<file path="config.mk">
export PLATFORM = sky130hd
export DESIGN_NAME = sorted_table_insert_remove_flat
export DESIGN_NICKNAME = d
export VERILOG_FILES = /design/src/rtl/stir_pkg.sv /design/src/rtl/stir_chan_if.sv /design/src/rtl/sorted_table_insert_remove.sv /design/src/flat_wrapper.sv
export VERILOG_INCLUDE_DIRS = /design/src /design/src/rtl
export SDC_FILE = /design/constraint.sdc
export NUM_CORES = 1
export LEC_CHECK = 0
export BUFFER_PORTS_ARGS = -buffer_cell sky130_fd_sc_hd__buf_2
export CAP_MARGIN = 10
export CORE_MARGIN = 2
export CORE_UTILIZATION = 55
export CTS_BUF_LIST = sky130_fd_sc_hd__clkbuf_4 sky130_fd_sc_hd__clkbuf_8
export DETAILED_ROUTE_END_ITERATION = 6
export PLACE_DENSITY = 0.73
export SYNTH_ARGS = -nofsm -noshare
export SYNTH_HDL_FRONTEND = slang
export SYNTH_SLANG_ARGS = --single-unit
</file>
<file path="constraint.sdc">
create_clock -name clk_i -period 4.97 [get_ports clk_i]
set_clock_uncertainty 0.05 [all_clocks]
set_input_delay 0.497 -clock clk_i [delete_from_list [all_inputs] [get_ports clk_i]]
set_output_delay 0.497 -clock clk_i [all_outputs]
set_load 0.02 [all_outputs]
</file>
<file path="src/rtl/assert_macros.svh">
// Assertion macros shared by the RTL of the sorted table.
// No dependencies; include by bare file name.
`ifndef ASSERT_MACROS_SVH
`define ASSERT_MACROS_SVH

// Property must hold at every edge outside reset.
`define ASSERT_PROP(lbl, clk, rst_n, prop) \
  lbl: assert property (@(posedge clk) disable iff (!rst_n) (prop)) \
    else $error("assertion failed");

// Condition must never be seen outside reset.
`define ASSERT_NEVER(lbl, clk, rst_n, cond) \
  lbl: assert property (@(posedge clk) disable iff (!rst_n) !(cond)) \
    else $error("forbidden condition seen");

`endif

</file>
<file path="src/rtl/stir_pkg.sv">
// Package of the sorted table: default sizes, operation and status codes.
// No dependencies.
package stir_pkg;

  localparam int unsigned StirCapacity   = 16;
  localparam int unsigned StirValueWidth = 32;

  typedef enum logic [1:0] {
    KindInsert = 2'd0,
    KindRemove = 2'd1,
    KindClear  = 2'd2
  } kind_e;

  typedef enum logic [1:0] {
    StatusOk       = 2'd0,
    StatusEmpty    = 2'd1,
    StatusNotFound = 2'd2,
    StatusFull     = 2'd3
  } status_e;

endpackage

</file>
<file path="src/rtl/stir_chan_if.sv">
// Valid/ready channels of the sorted table: request and response words.
// Depends on stir_pkg.
interface stir_req_if #(
  parameter int unsigned VALUE_WIDTH = stir_pkg::StirValueWidth
);
  import stir_pkg::*;

  logic                          valid;
  logic                          ready;
  logic [1:0]                    kind;
  logic signed [VALUE_WIDTH-1:0] value;

  modport source (output valid, output kind, output value, input ready);
  modport sink   (input valid, input kind, input value, output ready);
endinterface

interface stir_rsp_if #(
  parameter int unsigned CAPACITY = stir_pkg::StirCapacity
);
  import stir_pkg::*;

  localparam int unsigned CntW = $clog2(CAPACITY + 1);

  logic            valid;
  logic            ready;
  status_e         status;
  logic [CntW-1:0] entry_count;
  logic            is_empty;

  modport source (output valid, output status, output entry_count, output is_empty,
                  input ready);
  modport sink   (input valid, input status, input entry_count, input is_empty,
                  output ready);
endinterface

</file>
<file path="src/rtl/sorted_table_insert_remove.sv">
// Sorted table of signed values with insert, remove-first-equal and clear.
// Depends on stir_pkg, stir_req_if, stir_rsp_if and assert_macros.svh.
//
//  channel | dir | word                          | handshake
//  --------+-----+-------------------------------+-------------
//  req_i   | in  | kind, value                   | valid/ready
//  rsp_o   | out | status, entry_count, is_empty | valid/ready
//
// One operation at a time; entries live in a single-port-read, single-port-write
// memory with registered read data, walked one entry per cycle.
// Insert moves the entries at or above the value up one, walking down from the last;
// remove moves those after the first equal entry down; clear, full, empty skip the walk.
// The next word is taken once the result is queued.
// Reset clears the count and the result register; the memory needs no clearing.
// A stalled result is held in the output register while the next word is worked.
module sorted_table_insert_remove #(
  parameter int unsigned CAPACITY    = stir_pkg::StirCapacity,
  parameter int unsigned VALUE_WIDTH = stir_pkg::StirValueWidth
) (
  input  logic  clk_i,
  input  logic  rst_ni,
  stir_req_if.sink   req_i,
  stir_rsp_if.source rsp_o
);
  import stir_pkg::*;

  `include "assert_macros.svh"

  localparam int unsigned IdxW = (CAPACITY > 1) ? $clog2(CAPACITY) : 1;
  localparam int unsigned CntW = $clog2(CAPACITY + 1);

  typedef enum logic [2:0] {
    StIdle,
    StInsScan,
    StInsHead,
    StRemFind,
    StRemShift,
    StResp
  } state_e;

  state_e                        state_q, state_d;
  logic signed [VALUE_WIDTH-1:0] key_q, key_d;
  logic [CntW-1:0]               cnt_q, cnt_d;
  logic [CntW-1:0]               n_q, n_d;
  logic [IdxW-1:0]               idx_q, idx_d;
  status_e                       status_q, status_d;
  logic                          rsp_valid_q, rsp_valid_d;
  status_e                       rsp_status_q, rsp_status_d;
  logic [CntW-1:0]               rsp_count_q, rsp_count_d;

  logic signed [VALUE_WIDTH-1:0] mem_q [CAPACITY];
  logic signed [VALUE_WIDTH-1:0] rd_data_q;
  logic                          rd_en, wr_en;
  logic [IdxW-1:0]               rd_addr, wr_addr;
  logic signed [VALUE_WIDTH-1:0] wr_data;
  logic [IdxW-1:0]               last_idx;

  assign last_idx = IdxW'(n_q - CntW'(1));

  always_comb begin
    state_d      = state_q;
    key_d        = key_q;
    cnt_d        = cnt_q;
    n_d          = n_q;
    idx_d        = idx_q;
    status_d     = status_q;
    rsp_valid_d  = rsp_valid_q;
    rsp_status_d = rsp_status_q;
    rsp_count_d  = rsp_count_q;
    rd_en        = 1'b0;
    rd_addr      = idx_q;
    wr_en        = 1'b0;
    wr_addr      = idx_q;
    wr_data      = key_q;

    if (rsp_valid_q && rsp_o.ready) begin
      rsp_valid_d = 1'b0;
    end

    unique case (state_q)
      StIdle: begin
        if (req_i.valid) begin
          key_d    = req_i.value;
          n_d      = cnt_q;
          status_d = StatusOk;
          state_d  = StResp;
          case (req_i.kind)
            KindInsert: begin
              if (cnt_q >= CntW'(CAPACITY)) begin
                status_d = StatusFull;
              end else if (cnt_q == '0) begin
                wr_en   = 1'b1;
                wr_addr = '0;
                wr_data = req_i.value;
                n_d     = cnt_q + CntW'(1);
              end else begin
                rd_en   = 1'b1;
                rd_addr = IdxW'(cnt_q - CntW'(1));
                idx_d   = IdxW'(cnt_q - CntW'(1));
                state_d = StInsScan;
              end
            end
            KindRemove: begin
              if (cnt_q == '0) begin
                status_d = StatusEmpty;
              end else begin
                rd_en   = 1'b1;
                rd_addr = '0;
                idx_d   = '0;
                state_d = StRemFind;
              end
            end
            KindClear: begin
              n_d = '0;
            end
            default: ;
          endcase
        end
      end
      StInsScan: begin
        wr_en   = 1'b1;
        wr_addr = idx_q + IdxW'(1);
        if (rd_data_q >= key_q) begin
          wr_data = rd_data_q;
          if (idx_q == '0) begin
            state_d = StInsHead;
          end else begin
            rd_en   = 1'b1;
            rd_addr = idx_q - IdxW'(1);
            idx_d   = idx_q - IdxW'(1);
          end
        end else begin
          wr_data = key_q;
          n_d     = n_q + CntW'(1);
          state_d = StResp;
        end
      end
      StInsHead: begin
        wr_en   = 1'b1;
        wr_addr = '0;
        wr_data = key_q;
        n_d     = n_q + CntW'(1);
        state_d = StResp;
      end
      StRemFind: begin
        if (idx_q == last_idx) begin
          if (rd_data_q == key_q) begin
            n_d = n_q - CntW'(1);
          end else begin
            status_d = StatusNotFound;
          end
          state_d = StResp;
        end else begin
          rd_en   = 1'b1;
          rd_addr = idx_q + IdxW'(1);
          idx_d   = idx_q + IdxW'(1);
          if (rd_data_q == key_q) begin
            state_d = StRemShift;
          end
        end
      end
      StRemShift: begin
        wr_en   = 1'b1;
        wr_addr = idx_q - IdxW'(1);
        wr_data = rd_data_q;
        if (idx_q == last_idx) begin
          n_d     = n_q - CntW'(1);
          state_d = StResp;
        end else begin
          rd_en   = 1'b1;
          rd_addr = idx_q + IdxW'(1);
          idx_d   = idx_q + IdxW'(1);
        end
      end
      StResp: begin
        if (!rsp_valid_q || rsp_o.ready) begin
          rsp_valid_d  = 1'b1;
          rsp_status_d = status_q;
          rsp_count_d  = n_q;
          cnt_d        = n_q;
          state_d      = StIdle;
        end
      end
      default: state_d = StIdle;
    endcase
  end

  always_ff @(posedge clk_i or negedge rst_ni) begin
    if (!rst_ni) begin
      state_q      <= StIdle;
      key_q        <= '0;
      cnt_q        <= '0;
      n_q          <= '0;
      idx_q        <= '0;
      status_q     <= StatusOk;
      rsp_valid_q  <= 1'b0;
      rsp_status_q <= StatusOk;
      rsp_count_q  <= '0;
    end else begin
      state_q      <= state_d;
      key_q        <= key_d;
      cnt_q        <= cnt_d;
      n_q          <= n_d;
      idx_q        <= idx_d;
      status_q     <= status_d;
      rsp_valid_q  <= rsp_valid_d;
      rsp_status_q <= rsp_status_d;
      rsp_count_q  <= rsp_count_d;
    end
  end

  always_ff @(posedge clk_i) begin
    if (wr_en) begin
      mem_q[wr_addr] <= wr_data;
    end
    if (rd_en) begin
      rd_data_q <= mem_q[rd_addr];
    end
  end

  assign req_i.ready       = (state_q == StIdle);
  assign rsp_o.valid       = rsp_valid_q;
  assign rsp_o.status      = rsp_status_q;
  assign rsp_o.entry_count = rsp_count_q;
  assign rsp_o.is_empty    = (rsp_count_q == '0);

  `ASSERT_NEVER(a_count_bound, clk_i, rst_ni, cnt_q > CntW'(CAPACITY))
  `ASSERT_PROP(a_full_count, clk_i, rst_ni,
               (state_q == StResp && status_q == StatusFull) |-> (n_q == CntW'(CAPACITY)))
  `ASSERT_PROP(a_count_commit, clk_i, rst_ni, (cnt_q != $past(cnt_q)) |-> ($past(state_q) == StResp))
  `ASSERT_NEVER(a_mem_clash, clk_i, rst_ni, rd_en && wr_en && (rd_addr == wr_addr))

endmodule

</file>
<file path="src/flat_wrapper.sv">
// flat-port wrapper written by rule: the top's interface ports become plain ports
module sorted_table_insert_remove_flat import stir_pkg::*;
#(
  parameter int unsigned CAPACITY    = stir_pkg::StirCapacity,
  parameter int unsigned VALUE_WIDTH = stir_pkg::StirValueWidth
)
  (clk_i, rst_ni, req_i_valid, req_i_kind, req_i_value, req_i_ready, rsp_o_valid, rsp_o_status, rsp_o_entry_count, rsp_o_is_empty, rsp_o_ready);
  stir_req_if #(.VALUE_WIDTH(VALUE_WIDTH)) req_i_i ();
  stir_rsp_if #(.CAPACITY(CAPACITY)) rsp_o_i ();
  input  logic clk_i;
  input  logic rst_ni;
  input wire logic [$bits(req_i_i.valid)-1:0] req_i_valid;
  input wire logic [$bits(req_i_i.kind)-1:0] req_i_kind;
  input wire logic [$bits(req_i_i.value)-1:0] req_i_value;
  output wire logic [$bits(req_i_i.ready)-1:0] req_i_ready;
  output wire logic [$bits(rsp_o_i.valid)-1:0] rsp_o_valid;
  output wire logic [$bits(rsp_o_i.status)-1:0] rsp_o_status;
  output wire logic [$bits(rsp_o_i.entry_count)-1:0] rsp_o_entry_count;
  output wire logic [$bits(rsp_o_i.is_empty)-1:0] rsp_o_is_empty;
  input wire logic [$bits(rsp_o_i.ready)-1:0] rsp_o_ready;
  assign req_i_i.valid = req_i_valid;
  assign req_i_i.kind = req_i_kind;
  assign req_i_i.value = req_i_value;
  assign req_i_ready = req_i_i.ready;
  assign rsp_o_valid = rsp_o_i.valid;
  assign rsp_o_status = rsp_o_i.status;
  assign rsp_o_entry_count = rsp_o_i.entry_count;
  assign rsp_o_is_empty = rsp_o_i.is_empty;
  assign rsp_o_i.ready = rsp_o_ready;
  sorted_table_insert_remove #(.CAPACITY(CAPACITY), .VALUE_WIDTH(VALUE_WIDTH)) u_core (.clk_i(clk_i), .rst_ni(rst_ni), .req_i(req_i_i), .rsp_o(rsp_o_i));
endmodule
</file>
==> results of run 1 <==
==> per-stage QoR <==
step / instance area (um2) / hold WS (ns) / util, % / worst slack (ns)
after floorplan: 28600 / 0.151 / - / 0.359
final: 32200 / 0.0139 / 62.7 / 0.408
after global routing: 32200 / 0.0213 / 62.7 / 0.221
after CTS: 32200 / 0.00209 / 62.7 / 0.472
after detailed placement: 29900 / 0.438 / 58.2 / 0.514
after global placement: 29900 / 0.424 / 58.2 / 0.555
==> cells in the mapped netlist, types with 3 or more instances <==
cell	number	share of area (%)
a21o_1	8	0.21
a21oi_1	32	0.56
a21oi_2	3	0.092
a221o_1	3	0.10
a221oi_1	99	3.0
a22oi_1	129	3.4
a31oi_1	10	0.22
and2_1	4	0.087
buf_1	13	0.17
buf_12	5	0.35
buf_2	57	1.0
buf_4	10	0.26
buf_6	3	0.12
clkbuf_1	155	2.0
dfrtp_1	54	4.7
edfxtp_1	544	57
ha_1	38	1.7
inv_1	48	0.63
mux2_2	38	1.5
mux2i_1	67	2.3
nand2_1	69	0.90
nand2b_1	9	0.20
nand3_1	15	0.26
nand3b_1	3	0.079
nand4_1	8	0.17
nand4b_1	192	5.9
nor2_1	48	0.63
nor2b_1	6	0.13
nor3_1	8	0.14
nor4_1	3	0.066
o2111ai_1	33	1.0
o211ai_1	100	2.6
o21a_1	3	0.079
o21ai_0	84	1.5
o31ai_1	193	5.1
or3_1	4	0.087
xnor2_1	4	0.12
xor2_1	3	0.092
==> worst max-delay path: stages, from the launching register on <==
cell and delay [ns]:
edfxtp_1 0.45, ha_1 0.45, nand4_1 0.16, or3_1 0.45
nor2_1 0.32, o31a_1 0.37, o211ai_1 0.28, a41o_4 0.31
a21oi_4 0.39, buf_12 0.29, mux2_2 0.38, o2111ai_1 0.38
==> logic make-up after synthesis <==
logic type | after synthesis
muxes | 105
DFF | 598
buffers and inverters | 293
and+or+nand+nor | 382
xor gates and xnor gates | 9
AOI/OAI and AO/OA | 724
adders and majority gates | 38
==> cell type report <==
class / count / area [um2] / area share, %
Clock buffer: 142 / 1750 / 5.45
Clock inverter: 42 / 267 / 0.827
Inverter: 50 / 189 / 0.587
Multi-Input combinational cell: 1258 / 9870 / 30.6
Sequential cell: 598 / 17700 / 54.9
Tap cell: 680 / 851 / 2.64
Timing Repair Buffer: 172 / 1590 / 4.94
==> worst max path at each step <==
| stage | from | end | slack, ns | cells after the start |
|---|---|---|---|---|
| detailed placement | u_core.rd_data_q[31] | u_core.rd_data_q[8] | 0.51 | 11 |
| finish | u_core.rd_data_q[31] | u_core.rd_data_q[8] | 0.41 | 11 |
| global placement | u_core.rd_data_q[31] | u_core.rd_data_q[8] | 0.56 | 11 |
| floorplan | u_core.rd_data_q[31] | u_core.rd_data_q[0] | 0.36 | 7 |
| global route | u_core.rd_data_q[13] | u_core.rd_data_q[8] | 0.22 | 11 |
| CTS | u_core.rd_data_q[31] | u_core.rd_data_q[8] | 0.47 | 11 |
==> routing by layer <==
layer / vias to the layer above / GRT usage [%] / part of all wire [%]
met4: 2 / 14.4 / 4.0
met5: - / 0 / 0.015
met2: 1591 / 47.7 / 45
met3: 267 / 7.71 / 13
li1: 8962 / - / -
met1: 10436 / 42.7 / 38
==> sequential cells by signal (all words and copies together), names as in the netlist <==
| name | cells |
|---|---|
| u_core.state_q | 3 |
| u_core.mem_q | 512 |
| u_core.idx_q | 4 |
| u_core.rsp_o.valid | 1 |
| u_core.status_q | 2 |
| u_core.rd_data_q | 32 |
| u_core.cnt_q | 5 |
| u_core.rsp_o.status | 2 |
| u_core.n_q | 5 |
| u_core.key_q | 32 |
==> reports/qor.yml, run 1 <==
clock_network:
  cts.sinks: 598
  cts_tree: "done"
  cts_hold_buf: 27
  clk_path_buf_depth: 3
  cts_root_buffer: "clkbuf_8"
  cts_buffers: 98
  htreeDepth: 3
  clkLatencyLatePin_ns: 0.74
  clkSlewWorstSetupHoldPaths_ns: 0.06
  ctsResizeCount: 0
  post-cts-setup-buffers: 0
critical_path:
  reg2reg_to: "u_core.rd_data_q[8]"
  crit_type: "reg -> reg"
  crit_path_max_fanout: 22
  arrival_ns: 4.98
  reg2reg_slack_ns: 0.41
  worstReg2RegStart: "u_core.rd_data_q[31]"
  start_kind: "flop"
  worst_setup_path_end_kind: "flop"
  reg2reg_depth: 11
  cp_data_required_time_ns: 5.39
finish:
  area_growth_pct: 12.5
  layout-drive-gt1-share_pct: 17.2
  nets: 2254
  nFillCells: 3822
  final_cells: 2942
  final_common_cell: "edfxtp_1"
  diodes: 0
  final_cell_mix: "544 x edfxtp_1, 193 x o31ai_1, 192 x nand4b_1"
global_routing:
  grt_max_degree: 185
  grt_pass1_vias: 20427
  grt_pass1_wl_um: 127000
  grt-ovfl-total: 0
  track_usage_pct: 31.4
  antenna_found_initial: 1
synth:
  yosysSeqAreaShare_pct: 61.8
  syn-num-nets: 2225
  synthArstFlopShare_pct: 9.03
  synth_top_family_by_area: "compound AO/OA/AOI/OAI gates"
  synthAdderAreaFrac_pct: 1.66
  yosysWarnings: 0
  synthSimpleGateAreaFrac_pct: 9.07
  ys.flop_type: "edfxtp_1"
  synthMuxAreaShare_pct: 3.84
  synth_edf_count: 544
  synthCells: 2149
  avgSynthCellArea_um2: 13.3
  syn_area_mm2: 0.0286
  synthXorXnorAreaFrac_pct: 0.371
  synth-seq-cells: 598
  synth-compound-area-share_pct: 18.7
  ys_types: 74
timing:
  setup_tns_ns: 0
  slew_violations: 0
  finalCritPeriodShare_pct: 91.8
  finalCriticalPeriod_ns: 4.56
  clock.fmax_mhz: 219
  hold_viol: 0
  tightest_slew_ns: 1.05
  relSlewSlack_pct: 29.7
  rsz0062_at_grt: "no"
  finalSetupViolCount: 0
place:
  dp_cells: 2731
  gp_congestion: 0.912
  portBuffers: 47
  dp_hpwl_um: 43600
floorplan:
  coreArea_mm2: 0.0514
  die_h_um: 232
  initial_core_util_pct: 55.7
  num_rows: 83
  die_x_um: 232
  io_pins: 48
  die-area_mm2: 0.0539
drt:
  finalWirelength_um: 85000
  vias: 21258
  wl_per_cell_um: 28.9
  ant_nets: 0
  drt_iter0_drc: 3645
  drcViolationCount: 0
  dr.pass1.iters: 6
  viasPerCell: 7.23
min_path:
  holdPathStages: 3
  worst_hold_path.endpoint: "u_core.key_q[31]"
  hold_path.class: "in -> reg"
  hp-start: "req_i_value[31]"
run:
  maxCapViolCount: 0
outcome:
  outcome: "finished, final reports clean"
Power of run 1 is not shown: default switching activity piles up to over one toggle a cycle in this logic, so the estimate is an artifact.
==> inputs of run 2 (changes only) <==
--- a/config.mk
+++ b/config.mk
@@ -6,6 +6,7 @@
 export SDC_FILE = /design/constraint.sdc
 export NUM_CORES = 1
 export LEC_CHECK = 0
+export ABC_AREA = 0
 export BUFFER_PORTS_ARGS = -buffer_cell sky130_fd_sc_hd__buf_2
 export CAP_MARGIN = 10
 export CORE_MARGIN = 2
==> constraint.sdc (replaced) <==
create_clock -name clk_i -period 3.75 [get_ports clk_i]
set_clock_uncertainty 0.05 [all_clocks]
set_input_delay 0.375 -clock clk_i [delete_from_list [all_inputs] [get_ports clk_i]]
set_output_delay 0.375 -clock clk_i [all_outputs]
set_load 0.02 [all_outputs]
==> reports/qor.yml, run 2 (synthesis gave the netlist of run 1 again) <==
timing:
  finalCritPeriodShare_pct: 102  # was 91.8%
  hold_viol: 0  # unchanged
  fin_ws_ns: -0.0620  # was 0.408 ns
  relSlewSlack_pct: 30.9  # was 29.7%
  finalCriticalPeriod_ns: 3.81  # was 4.56 ns
  tightest_slew_ns: 1.04  # was 1.05 ns
  slew_violations: 0  # unchanged
  clock.fmax_mhz: 262  # was 219 MHz
  rsz0062_at_grt: "yes"  # was no
  finalSetupViolCount: 22  # was 0
finish:
  seq_area_mm2: 0.0177  # unchanged
  nets: 2404  # was 2254
  design_area_mm2: 0.0350  # was 0.0322 mm2
  multiInputGateArea_mm2: 0.0105  # was 0.00987 mm2
  final_common_cell: "edfxtp_1"  # unchanged
  area_growth_pct: 22.1  # was 12.5%
  reg.largest.list: "u_core.mem_q: 512 flops, u_core.key_q: 32 flops, u_core.rd_data_q: 32 flops"  # unchanged
  largest_reg_flops: 512  # unchanged
  nFillCells: 3470  # was 3822
  final_cell_mix: "544 x edfxtp_1, 192 x nand4b_1, 167 x o31ai_1"  # was 544 x edfxtp_1, 193 x o31ai_1, 192 x nand4b_1
  layout-drive-gt1-share_pct: 25.9  # was 17.2%
  final_core_util_pct: 68.0  # was 62.7%
  regMostFlops: "u_core.mem_q"  # unchanged
min_path:
  hold_path.class: "in -> reg"  # unchanged
  holdPathStages: 3  # unchanged
  worst_hold_path.endpoint: "u_core.state_q[1]"  # was u_core.key_q[31]
  hp-start: "req_i_kind[0]"  # was req_i_value[31]
global_routing:
  track_usage_pct: 32.3  # was 31.4%
  grt_pass1_wl_um: 131000  # was 127000 um
  grt_max_degree: 87  # was 185
  grt_pass1_vias: 21508  # was 20.4k
  antenna_found_initial: 0  # was 1
  grt-ovfl-total: 0  # unchanged
drt:
  ant_nets: 0  # unchanged
  viasPerCell: 7.28  # was 7.23
  vias: 22532  # was 21.3k
  drt_iter0_drc: 3719  # was 3645
  drcViolationCount: 0  # unchanged
  wl_per_cell_um: 30.2  # was 28.9 um
  finalWirelength_um: 93300  # was 85000 um
  dr.pass1.iters: 6  # unchanged
floorplan:
  die_h_um: 232  # unchanged
  die-area_mm2: 0.0539  # unchanged
  initial_core_util_pct: 55.7  # unchanged
  io_pins: 48  # unchanged
  num_rows: 83  # unchanged
  coreArea_mm2: 0.0514  # unchanged
  die_x_um: 232  # unchanged
clock_network:
  clkSlewWorstSetupHoldPaths_ns: 0.07  # was 0.06 ns
  clkLatencyLatePin_ns: 0.73  # was 0.74 ns
  clk_path_buf_depth: 3  # unchanged
  htreeDepth: 3  # unchanged
  cts.sinks: 598  # unchanged
  cts_root_buffer: "clkbuf_8"  # unchanged
  cts_tree: "done"  # unchanged
  cts_buffers: 98  # unchanged
critical_path:
  cp_data_required_time_ns: 4.12  # was 5.39 ns
  crit_type: "reg -> reg"  # unchanged
  reg2reg_depth: 13  # was 11
  crit_path_max_fanout: 8  # was 22
  arrival_ns: 4.18  # was 4.98 ns
  reg2reg_to: "u_core.rd_data_q[16]"  # was u_core.rd_data_q[8]
  reg2reg_slack_ns: -0.06  # was 0.41 ns
  start_kind: "flop"  # unchanged
  worst_setup_path_end_kind: "flop"  # unchanged
  worstReg2RegStart: "u_core.rd_data_q[4]"  # was u_core.rd_data_q[31]
place:
  pre_cts_ws_ns: -0.0891  # was 0.514 ns
  dp_hpwl_um: 48800  # was 43600 um
  portBuffers: 47  # unchanged
  place_area_mm2: 0.0311  # was 0.0299 mm2
  gp_congestion: 0.921  # was 0.912
outcome:
  outcome: "finished with violations"  # was finished, final reports clean
  violations: "setup timing"
run:
  maxCapViolCount: 0  # unchanged
## run 2: layout make-up
cell class / instances / area share, %
Antenna cell: 1 / 0.00716
Clock inverter: 33 / 0.683
Tap cell: 680 / 2.43
Inverter: 50 / 0.551
Multi-Input combinational cell: 1258 / 30.0
Timing Repair Buffer: 322 / 10.4
Clock buffer: 153 / 5.32
Sequential cell: 598 / 50.6
## run 2: worst max path at each step
stage | from | slack (ns) | endpoint | depth (start not counted)
2_1_floorplan | u_core.cnt_q[0] | -0.67 | u_core.mem_q[12][0] | 8
3_3_place_gp | u_core.rd_data_q[14] | -0.16 | u_core.rd_data_q[27] | 13
3_5_place_dp | u_core.rd_data_q[14] | -0.09 | u_core.rd_data_q[27] | 13
4_1_cts | u_core.rd_data_q[5] | -0.004 | u_core.rd_data_q[24] | 13
5_1_grt | u_core.rd_data_q[12] | -0.19 | u_core.rd_data_q[16] | 13
6_report | u_core.rd_data_q[4] | -0.06 | u_core.rd_data_q[16] | 13
## run 2: stage by stage
step / TNS, ns / hold slack (ns) / std cells
after floorplan: -70.14 / 0.0294 / 2149
after global placement: -0.559 / 0.387 / 2827
after detailed placement: -0.682 / 0.394 / 2827
after CTS: -0.00418 / 0.0215 / 3060
after global routing: -3.14 / 0.0691 / 3094
final: -0.486 / 0.0588 / 3095
## run 2: timing repair
action,CTS,global route
hold buffers,36,0
cloned,3,18
gates resized for setup,10,116
hold endpoints to repair,60,0
setup buffers,8,17
endpoints found under the setup margin,32,32
pin swaps,8,58
## run 2: critical path, cell delays in order, from the launching register on
cell and delay (ns):
edfxtp_1 0.49, ha_1 0.32, nand4_1 0.15, nor4_2 0.08, a2111o_1 0.46, o31a_1 0.37
buf_4 0.17, o21a_4 0.27, nor3_4 0.28, buf_8 0.22, buf_12 0.17, mux2i_1 0.23
mux2_4 0.18, o2111ai_1 0.11
## run 2: metal layers
layer  global-route usage (%)  share of wire, %
met1                     44.3                38
met2                     49.0                45
met3                     7.58                13
met4                     14.5               4.4
met5                        0                 0
Power of run 2 is left out for the same reason.
